File: config.mk
export PLATFORM = sky130hd
export DESIGN_NAME = stepper_index_calibration
export DESIGN_NICKNAME = d
export VERILOG_FILES = /design/src/design/sic_pkg.sv /design/src/design/sic_step.sv /design/src/design/stepper_index_calibration.sv
export SDC_FILE = /design/constraint.sdc
export NUM_CORES = 1
export LEC_CHECK = 0
export ABC_AREA = 1
export BUFFER_PORTS_ARGS = -buffer_cell sky130_fd_sc_hd__buf_2
export CORE_ASPECT_RATIO = 0.9
export CORE_MARGIN = 5
export CORE_UTILIZATION = 50
export CTS_CLUSTER_SIZE = 20
export DETAILED_ROUTE_END_ITERATION = 16
export GPL_TIMING_DRIVEN = 0
export PLACE_DENSITY = 0.69
export SYNTH_ARGS = -nofsm -noshare
export SYNTH_HDL_FRONTEND = slang
export SYNTH_SLANG_ARGS = --single-unit
File: constraint.sdc
create_clock -name clock -period 2.75 [get_ports clock]
set_clock_uncertainty 0.2 [all_clocks]
set_input_delay 0.1375 -clock clock [delete_from_list [all_inputs] [get_ports clock]]
set_output_delay 0.1375 -clock clock [all_outputs]
set_load 0.03 [all_outputs]
File: src/design/sic_pkg.sv
// ---------------------------------------------------------------------------
// sic_pkg: shared types and constants for stepper index calibration
// Request/response payloads, phase encoding and the half-step coil table.
// ---------------------------------------------------------------------------
package sic_pkg;

   localparam int COUNT_BITS_DEFAULT = 16;
   localparam int OFFSET_BITS        = 10;
   localparam int INDEX_BITS         = 3;
   localparam int COIL_BITS          = 4;
   localparam int REV_BITS           = 16;

   localparam logic [OFFSET_BITS-1:0] OFFSET_STEPS_RESET = OFFSET_BITS'(140);

   localparam logic MODE_TICK  = 1'b0;
   localparam logic MODE_START = 1'b1;

   typedef enum logic [3:0] {
      PHASE_IDLE    = 4'b0001,
      PHASE_FIND    = 4'b0010,
      PHASE_MEASURE = 4'b0100,
      PHASE_OFFSET  = 4'b1000
   } phase_type;

   typedef struct packed {
      logic mode;
      logic opto_level;
   } req_type;

   typedef struct packed {
      logic [COIL_BITS-1:0] coil_pattern;
      logic                 stepped;
      logic                 busy_res;
      logic                 done_res;
      logic [REV_BITS-1:0]  revolution_steps;
   } rsp_type;

   // Control state, except the revolution counter whose width is a parameter
   typedef struct packed {
      phase_type              phase;
      logic                   prev_level;
      logic [INDEX_BITS-1:0]  half_step_index;
      logic [OFFSET_BITS-1:0] offset_count;
   } calib_state_type;

   localparam calib_state_type CALIB_STATE_RESET = '{
      phase:           PHASE_IDLE,
      prev_level:      1'b0,
      half_step_index: '0,
      offset_count:    '0
   };

   // Half-step drive sequence, bit0 = coil one
   function automatic logic [COIL_BITS-1:0] coil_lookup(input logic [INDEX_BITS-1:0] idx);
      logic [COIL_BITS-1:0] pat;
      case (idx)
         3'd0:    pat = 4'h1;
         3'd1:    pat = 4'h3;
         3'd2:    pat = 4'h2;
         3'd3:    pat = 4'h6;
         3'd4:    pat = 4'h4;
         3'd5:    pat = 4'hC;
         3'd6:    pat = 4'h8;
         3'd7:    pat = 4'h9;
         default: pat = 4'h1;
      endcase
      return pat;
   endfunction

endpackage

File: src/design/sic_step.sv
// ---------------------------------------------------------------------------
// sic_step: calibration next-state logic
// Computes the new state and the response for one request.
// ---------------------------------------------------------------------------
module sic_step
   import sic_pkg::*;
#(
   parameter int COUNT_BITS = COUNT_BITS_DEFAULT
) (
   input  req_type                 req,
   input  calib_state_type         state_cur,
   input  logic [COUNT_BITS-1:0]   step_count_cur,
   input  logic [OFFSET_BITS-1:0]  offset_steps,
   output calib_state_type         state_nxt,
   output logic [COUNT_BITS-1:0]   step_count_nxt,
   output rsp_type                 rsp
);

   localparam int EXT_BITS = (COUNT_BITS > REV_BITS) ? COUNT_BITS : REV_BITS;
   localparam logic [COUNT_BITS-1:0] COUNT_MAX = {COUNT_BITS{1'b1}};
   localparam logic [EXT_BITS-1:0]   REV_MAX   = EXT_BITS'({REV_BITS{1'b1}});

   logic                   falling;
   logic                   done;
   logic                   stepped;
   logic [OFFSET_BITS-1:0] offset_inc;
   logic [COUNT_BITS-1:0]  count_sat_inc;
   logic [INDEX_BITS-1:0]  index_inc;
   logic [EXT_BITS-1:0]    count_ext;

   assign falling       = state_cur.prev_level && !req.opto_level;
   assign offset_inc    = state_cur.offset_count + OFFSET_BITS'(1);
   assign index_inc     = state_cur.half_step_index + INDEX_BITS'(1);
   assign count_sat_inc = (step_count_cur == COUNT_MAX) ? step_count_cur
                                                        : step_count_cur + COUNT_BITS'(1);
   assign count_ext     = EXT_BITS'(step_count_nxt);

   always_comb begin
      state_nxt      = state_cur;
      step_count_nxt = step_count_cur;
      stepped        = 1'b0;
      done           = 1'b0;

      if (req.mode == MODE_START) begin
         state_nxt.phase           = PHASE_FIND;
         state_nxt.prev_level      = req.opto_level;
         state_nxt.offset_count    = '0;
         state_nxt.half_step_index = index_inc;
         step_count_nxt            = COUNT_BITS'(1);
         stepped                   = 1'b1;
      end else begin
         case (state_cur.phase)
            PHASE_FIND, PHASE_MEASURE: begin
               if (!falling) begin
                  state_nxt.prev_level      = req.opto_level;
                  state_nxt.half_step_index = index_inc;
                  step_count_nxt            = count_sat_inc;
                  stepped                   = 1'b1;
               end else if (state_cur.phase == PHASE_FIND) begin
                  // index found: restart the count for one revolution
                  state_nxt.phase           = PHASE_MEASURE;
                  state_nxt.prev_level      = req.opto_level;
                  state_nxt.half_step_index = index_inc;
                  step_count_nxt            = COUNT_BITS'(1);
                  stepped                   = 1'b1;
               end else if (offset_steps == '0) begin
                  state_nxt.phase        = PHASE_IDLE;
                  state_nxt.offset_count = '0;
                  done                   = 1'b1;
               end else begin
                  state_nxt.half_step_index = index_inc;
                  state_nxt.offset_count    = OFFSET_BITS'(1);
                  stepped                   = 1'b1;
                  if (offset_steps == OFFSET_BITS'(1)) begin
                     state_nxt.phase = PHASE_IDLE;
                     done            = 1'b1;
                  end else begin
                     state_nxt.phase = PHASE_OFFSET;
                  end
               end
            end
            PHASE_OFFSET: begin
               state_nxt.half_step_index = index_inc;
               state_nxt.offset_count    = offset_inc;
               stepped                   = 1'b1;
               if (offset_inc >= offset_steps || offset_inc == '0) begin
                  state_nxt.phase = PHASE_IDLE;
                  done            = 1'b1;
               end
            end
            default: begin
               // idle tick: hold everything
            end
         endcase
      end
   end

   always_comb begin
      rsp.coil_pattern     = coil_lookup(state_nxt.half_step_index);
      rsp.stepped          = stepped;
      rsp.busy_res         = (state_nxt.phase != PHASE_IDLE);
      rsp.done_res         = done;
      rsp.revolution_steps = '0;
      if (done) begin
         rsp.revolution_steps = (count_ext > REV_MAX) ? {REV_BITS{1'b1}}
                                                      : count_ext[REV_BITS-1:0];
      end
   end

endmodule

File: src/design/stepper_index_calibration.sv
// ---------------------------------------------------------------------------
// stepper_index_calibration: half-step stepper calibration on an index sensor
// Input register, one-pass state update, and a response register.
// ---------------------------------------------------------------------------
// Usage:
//   Send a start request (mode = 1) with the current sensor level; the block
//   issues the first half-step. Then send one tick request (mode = 0) per
//   sensor reading taken after the previous step. Each request returns
//   exactly one response with the coil drive, a stepped flag and busy/done.
//   The first search round finds the index (a high-to-low sensor edge), the
//   second counts one revolution, then offset_steps extra half-steps follow;
//   the last (at zero offset, the closing edge) reports done and revolution count.
//   Channels: req_* and rsp_* use valid/ready; csr_write_enable loads the
//   offset register in the same edge, with no wait. Write it only when idle.
//   Path: the accepting edge loads the input register; the response
//   register is loaded once it is free, and rsp_valid rises with it.
//   Throughput: one request per cycle while rsp_ready stays high, set by
//   the combinational state update between the two registers.
//   Stall: while rsp_ready is low the response holds and one more request
//   may wait in the input register; req_ready then drops.
//   Reset: both stages empty, phase idle, coil index zero (drive 0x1), counts
//   zero, offset register back to 140.
// ---------------------------------------------------------------------------
module stepper_index_calibration
   import sic_pkg::*;
#(
   parameter int COUNT_BITS = COUNT_BITS_DEFAULT
) (
   input  logic                   clock,
   input  logic                   reset,
   input  logic                   req_valid,
   output logic                   req_ready,
   input  req_type                req_data,
   output logic                   rsp_valid,
   input  logic                   rsp_ready,
   output rsp_type                rsp_data,
   input  logic                   csr_write_enable,
   input  logic [OFFSET_BITS-1:0] csr_write_data
);

   // Input stage
   logic    in_valid_ff, in_valid_in;
   req_type in_req_ff,   in_req_in;

   // Response stage
   logic    out_valid_ff, out_valid_in;
   rsp_type out_rsp_ff,   out_rsp_in;

   // Calibration state
   calib_state_type        state_ff,      state_in;
   logic [COUNT_BITS-1:0]  step_count_ff, step_count_in;
   logic [OFFSET_BITS-1:0] offset_steps_ff, offset_steps_in;

   calib_state_type        state_calc;
   logic [COUNT_BITS-1:0]  step_count_calc;
   rsp_type                rsp_calc;
   logic                   advance;

   // Move the held request into the response stage when that stage is free
   assign advance   = in_valid_ff && (!out_valid_ff || rsp_ready);
   assign req_ready = !in_valid_ff || advance;
   assign rsp_valid = out_valid_ff;
   assign rsp_data  = out_rsp_ff;

   sic_step #(
      .COUNT_BITS(COUNT_BITS)
   ) u_step (
      .req            (in_req_ff),
      .state_cur      (state_ff),
      .step_count_cur (step_count_ff),
      .offset_steps   (offset_steps_ff),
      .state_nxt      (state_calc),
      .step_count_nxt (step_count_calc),
      .rsp            (rsp_calc)
   );

   always_comb begin
      in_valid_in     = in_valid_ff;
      in_req_in       = in_req_ff;
      out_valid_in    = out_valid_ff;
      out_rsp_in      = out_rsp_ff;
      state_in        = state_ff;
      step_count_in   = step_count_ff;
      offset_steps_in = offset_steps_ff;

      // drop the response once taken
      if (out_valid_ff && rsp_ready) begin
         out_valid_in = 1'b0;
      end
      if (advance) begin
         out_valid_in  = 1'b1;
         out_rsp_in    = rsp_calc;
         state_in      = state_calc;
         step_count_in = step_count_calc;
         in_valid_in   = 1'b0;
      end
      // capture a new request
      if (req_valid && req_ready) begin
         in_valid_in = 1'b1;
         in_req_in   = req_data;
      end
      if (csr_write_enable) begin
         offset_steps_in = csr_write_data;
      end
   end

   always_ff @(posedge clock) begin
      if (reset) begin
         in_valid_ff     <= 1'b0;
         out_valid_ff    <= 1'b0;
         state_ff        <= CALIB_STATE_RESET;
         step_count_ff   <= '0;
         offset_steps_ff <= OFFSET_STEPS_RESET;
      end else begin
         in_valid_ff     <= in_valid_in;
         out_valid_ff    <= out_valid_in;
         state_ff        <= state_in;
         step_count_ff   <= step_count_in;
         offset_steps_ff <= offset_steps_in;
      end
   end

   always_ff @(posedge clock) begin
      in_req_ff  <= in_req_in;
      out_rsp_ff <= out_rsp_in;
   end

`ifndef NO_ASSERTIONS
   a_done_not_busy: assert property (@(posedge clock) disable iff (reset)
      out_valid_ff && out_rsp_ff.done_res |-> !out_rsp_ff.busy_res)
      else $error("done reported while still busy");

   a_rev_only_on_done: assert property (@(posedge clock) disable iff (reset)
      out_valid_ff && !out_rsp_ff.done_res |-> out_rsp_ff.revolution_steps == '0)
      else $error("revolution count shown without done");

   a_step_advances_index: assert property (@(posedge clock) disable iff (reset)
      advance && rsp_calc.stepped |=>
         state_ff.half_step_index == $past(state_ff.half_step_index) + INDEX_BITS'(1))
      else $error("half-step index did not advance on a step");

   a_advance_fills_output: assert property (@(posedge clock) disable iff (reset)
      advance |=> out_valid_ff)
      else $error("advanced request produced no response");

   a_idle_state_stable: assert property (@(posedge clock) disable iff (reset)
      !advance |=> $stable(state_ff) && $stable(step_count_ff))
      else $error("calibration state changed without a request");
`endif

endmodule

# Word level (Yosys, flattened, before mapping)
# Memory sizes are Yosys's and may differ from the RTL's. A register that Yosys moved wholly into a read port is not among the register bits.
# Index checks and enable logic that the tools add are counted.
[totals]
ff_bits = 67
romBits = 32
in_bits = 17
word_cells = 85
memories = 1
[classes]
addsub = 3
order_cmp = 2
eq_ne = 9
mux = 37
reduce_logical = 19
[memory_table]
columns = ["name", "depth", "width", "read_ports", "rd_clocked_by_memory_dff", "write_ports", "line", "rtl"]
rows = [
  ["(name not given)", 8, 4, 1, 1, 0, "sic_pkg.sv:56", "case (idx)"],
]
[op_table]
columns = ["operator", "count"]
rows = [
  ["2-to-1 mux 16 bit", 6],
  ["one-hot mux 13 bit (2 select lines)", 1],
  ["2-to-1 mux 4 bit", 6],
  ["logical NOT 10 bit", 2],
  ["2-to-1 mux 10 bit", 2],
  ["2-to-1 mux 18 bit", 1],
  ["adder 16 x 1 -> 16 bit (second input constant)", 1],
  ["equality test 16 bit (second input constant)", 1],
  ["greater-than comparator 16 bit (second input constant)", 1],
  ["2-to-1 mux 1 bit", 16],
  ["adder 10 x 1 -> 10 bit (second input constant)", 1],
  ["equality test 10 x 1 -> 1 bit (second input constant)", 1],
  ["greater-or-equal comparator 10 bit", 1],
  ["one-hot mux 4 bit (2 select lines)", 1],
  ["2-to-1 mux 3 bit", 2],
  ["inequality test 3 bit (second input constant)", 2],
  ["nonzero test 2 bit", 3],
  ["equality test 4 x 2 -> 1 bit (second input constant)", 1],
  ["equality test 4 x 3 -> 1 bit (second input constant)", 1],
  ["equality test 4 bit (second input constant)", 1],
  ["logical AND 1 bit", 4],
  ["inequality test 4 x 1 -> 1 bit (second input constant)", 1],
  ["one-hot mux 1 bit (2 select lines)", 2],
  ["AND reduction 4 bit", 1],
  ["other kinds (7)", 11],
]

# Depth between registers and ports, before layout
[logic_depth]
depth_word = 8
mapped_depth = 18
mapped_depth_nobuf = 18

# By module
# A second synthesis with hierarchy kept.
[hier_totals]
hier_cells = 711
area_unflattened_um2 = 4745.8
[modules_own_cells]
columns = ["mod", "n_inst", "cells_per_inst", "area_per_inst_um2", "seq_area_each_um2"]
rows = [
  ["stepper_index_calibration", 1, 301, 2730.1, 1671.6],
  ["sic_step", 1, 410, 2015.7, 0.0],
]

# Worst setup path after synthesis
# No wires, ideal clock.
[synth_path]
path_type = "register to register"
start = "register state_ff[2] (netlist bit)"
end = "register out_rsp_ff, in the netlist rsp_data[13] (data pin)"
setup_time_ns = 0.256
t_arrival_ns = 2.034
required_ns = 2.294
setup_slack_ns = 0.260
stages_incl_launch_ff = 19
n_path_buf = 2
synth_period_minus_slack_ns = 2.490
cell_sequence = "dfxtp_1 -> buf_4 -> nand3_1 -> nor2_1 -> nand2_1 -> xor2_1 -> inv_1 -> ha_1 -> nand2_1 -> nor2_1 -> nor2_1 -> nand3_1 -> nor2_1 -> nand2_1 -> nand2_2 -> nand2_2 -> nand2_4 -> buf_6 -> nor2_1"
[synth_via]
elab_chain_cells = 6
[synth_rtl]
columns = ["element", "line", "rtl"]
rows = [
  ["from (decl)", "stepper_index_calibration.sv:50", "calib_state_type state_ff, state_in;"],
  ["from (signal assigned)", "stepper_index_calibration.sv:117", "state_ff <= state_in;"],
  ["adder 10 x 1 -> 10 bit *", "sic_step.sv:32", "assign offset_inc = state_cur.offset_count + OFFSET_BITS'(1);"],
  ["greater-or-equal comparator 10 bit or logical NOT 10 bit (tied branches)", "sic_step.sv:86", "if (offset_inc >= offset_steps || offset_inc == '0) begin"],
  ["logical OR 1 bit *", "sic_step.sv:86", ""],
  ["2-to-1 mux 1 bit *", "sic_step.sv:86", ""],
  ["one-hot mux 1 bit (2 select lines) *", "sic_step.sv:52", "case (state_cur.phase)"],
  ["2-to-1 mux 1 bit *", "sic_step.sv:44", "if (req.mode == MODE_START) begin"],
  ["to (signal assigned)", "stepper_index_calibration.sv:125", "out_rsp_ff <= out_rsp_in;"],
  ["to (decl)", "stepper_index_calibration.sv:47", "rsp_type out_rsp_ff, out_rsp_in;"],
]
# Mark *: on every way between the ends. The rest lies on a longest branch, timed or not.
# A chain may end at the register's enable or synchronous reset.

# Worst setup path after layout
[layout_path]
start = "register state_ff[7] (netlist bit)"
end = "register out_rsp_ff, in the netlist rsp_data[12] (data pin)"
# Same word-level chain as after synthesis.

==> results.json <==
{
  "status": "finished clean",
  "postRouteAntennaNets": 0,
  "drt-pass1-iter-count": 5,
  "min_period_ns": 2.67,
  "synth_edf_count": 25,
  "synthesis.nets": 589,
  "yosys-top-cells-count": "nand2_1 (135), inv_1 (69), a21oi_1 (59)",
  "cts_buffers": 9,
  "grt_pass1_wl_um": 17300,
  "fin_nets": 671,
  "multiInputGateArea_um2": 2200,
  "power.density_nw_per_um2": 464,
  "hp-class": "input port to flip-flop",
  "clk_latency_ns": 0.36,
  "yosys_register_bits": 71,
  "rrSetupSlack_ns": 0.08,
  "antenna_found_initial": 0,
  "h-tree-depth": 3,
  "fmax_ghz": 0.374,
  "design_area_um2": 5100,
  "drtIter0Drc": 268,
  "num_antenna_cells": 0,
  "post_drt_wl_per_cell_um": 14.5,
  "maxSlewViolCount": 0,
  "cts_tree": "yes",
  "hpwl_um": 7110,
  "die_x_um": 105,
  "timing_worst_setup_path_type": "flip-flop to flip-flop",
  "required_ns": 2.66,
  "critPathCaptureType": "flip-flop",
  "crit_fanout": 5,
  "gp_congestion": 0.883,
  "synthFlopType": "dfxtp_1",
  "clock-sinks": 71,
  "seq_area_frac_synth": 0.407,
  "via_per_inst": 5.42,
  "die_h_um": 95.9,
  "io_buffers": 40,
  "synthDistinctLibCells": 38,
  "cp_data_arrival_time_ns": 2.59,
  "dieArea_um2": 10100,
  "avgSynthCellArea_um2": 7.34,
  "fin_crit_sh": 0.973,
  "grt_pass1_vias": 3633,
  "fp.coreArea_um2": 8030,
  "wl_um": 10800,
  "clk_pin_slew_ns": 0.08,
  "clockRootBuffer": "clkbuf_8",
  "hold_viol": 0,
  "mappedNetlistArea_um2": 4100,
  "grt.overflow.total": 0,
  "relSlewSlack": 0.539,
  "drc": 0,
  "placed_cells": 698,
  "ios": 42,
  "synth_top_area_frac": 0.224,
  "rsz0062_at_grt": "true",
  "regArea_um2": 1690,
  "synth.area.top_cells": "dfxtp_1 (22%), edfxtp_1 (18%), nand2_1 (12%)",
  "postSynthCellCount": 559,
  "clockBufferDepth": 2,
  "p_leak_nw": 2.17,
  "setup_viol": 0,
  "num-fill-cells": 708,
  "grt_max_degree": 33,
  "drive_above_1_share": 0.203,
  "area_growth_pct": 24.3,
  "yosysWarnings": 0,
  "start_util": 0.511,
  "cap_viol_max_count": 0,
  "place_area_um2": 4430,
  "rows": 31,
  "async_flop_share": 0,
  "vias": 4037,
  "tightest_slew_ns": 0.692,
  "final_cells": 745,
  "start_kind": "flip-flop",
  "synth_most_common_cell": "nand2_1",
  "grt_use_total": 0.213,
  "ir_worst_vdd_mv": 0.436,
  "holdWs_ns": 0.0625,
  "post-synth-top-area-cell": "dfxtp_1"
}
-- layer usage --
layer | wire, µm | up-vias | part of all wire | track usage
li1 | - | 2021 | - | -
met4 | 156 | 0 | 0.014 | 0.0583
met3 | 723 | 17 | 0.067 | 0.0416
met1 | 5120 | 1863 | 0.47 | 0.303
met2 | 4790 | 136 | 0.44 | 0.335
met5 | 0 | - | 0 | 0
-- final timing paths --
check                   start            endpoint  cells after the start
min          csr_write_enable  offset_steps_ff[1]                      4
max               state_ff[7]        rsp_data[12]                     17
min reg2reg      state_ff[13]        state_ff[13]                      2
max reg2reg       state_ff[7]        rsp_data[12]                     17
-- area by class of cell --
| cell class | instances | share of cell area |
|---|---|---|
| timing repair buffer | 71 | 0.0966 |
| multi-input combinational | 399 | 0.431 |
| clock inverter | 4 | 0.0137 |
| clock buffer | 12 | 0.0285 |
| buffer | 16 | 0.0206 |
| inverter | 73 | 0.0537 |
| tap | 99 | 0.0243 |
| sequential | 71 | 0.331 |
-- metrics by stage --
step	setup slack (ns)	utilization	TNS [ns]	power, mW
global placement	-0.0368	0.552	-0.293	1.41
CTS	0.00277	0.612	0	2.36
floorplan	0.260	-	0	1.34
detailed placement	-0.0888	0.552	-0.810	1.41
global route	-0.0427	0.635	-0.505	2.46
finish	0.0752	0.635	0	2.37
-- timing repair --
action | in CTS | in global routing
hold buffers | 21 | 0
resized for setup | 13 | 35
pin swaps | 2 | 13
endpoints found under the setup margin | 11 | 19
cloned | 1 | 0
buffers inserted | 3 | 6
endpoints found under the hold margin | 16 | 0
-- state kept, by name (all words and copies together), names as in the netlist --
name / count
offset_steps_ff: 10
rsp_valid: 1
step_count_ff: 16
state_ff: 18
rsp_data: 23
in_req_ff: 2
in_valid_ff: 1
-- cells by family (layout without fill, tap and decap cells) --
family / after synthesis / in the layout / share of synthesized area
xor gates and xnor gates: 5 / 5 / 0.0107
adders and majority gates: 13 / 13 / 0.0396
AOI/OAI and AO/OA: 106 / 106 / 0.141
and+or+nand+nor: 275 / 275 / 0.310
buffers and inverters: 89 / 176 / 0.0915
DFF: 71 / 71 / 0.407
-- placed cells by master, fill, tap and decap left out, types with 21 or more instances in the layout --
master           n
a21oi_1         56
buf_2           44
dfxtp_1         39
dlygate4sd3_1   21
edfxtp_1        25
inv_1           67
nand2_1        130
nand3_1         44
nor2_1          40
o21ai_0         28
-- critical path, cell delays in order, from the launching register on --
cell,delay (ns)
dfxtp_1,0.41
nand2_1,0.11
nor2_2,0.14
nand2_2,0.08
xor2_2,0.19
inv_2,0.08
ha_4,0.23
nand2_4,0.08
nor2_2,0.05
nor2_1,0.12
nand3_1,0.09
nor2_2,0.13
nand2_1,0.07
nand2_2,0.07
nand2_2,0.07
nand2_4,0.13
buf_6,0.14
nor2_1,0.05
-- report_power, final --
part           switching, mW  internal, mW  leakage (nW)
Clock                  0.399         0.534         0.110
Combinational          0.192        0.0988          1.45
Sequential            0.0185          1.12         0.615
Note: power is estimated with default switching activity, not from simulation.
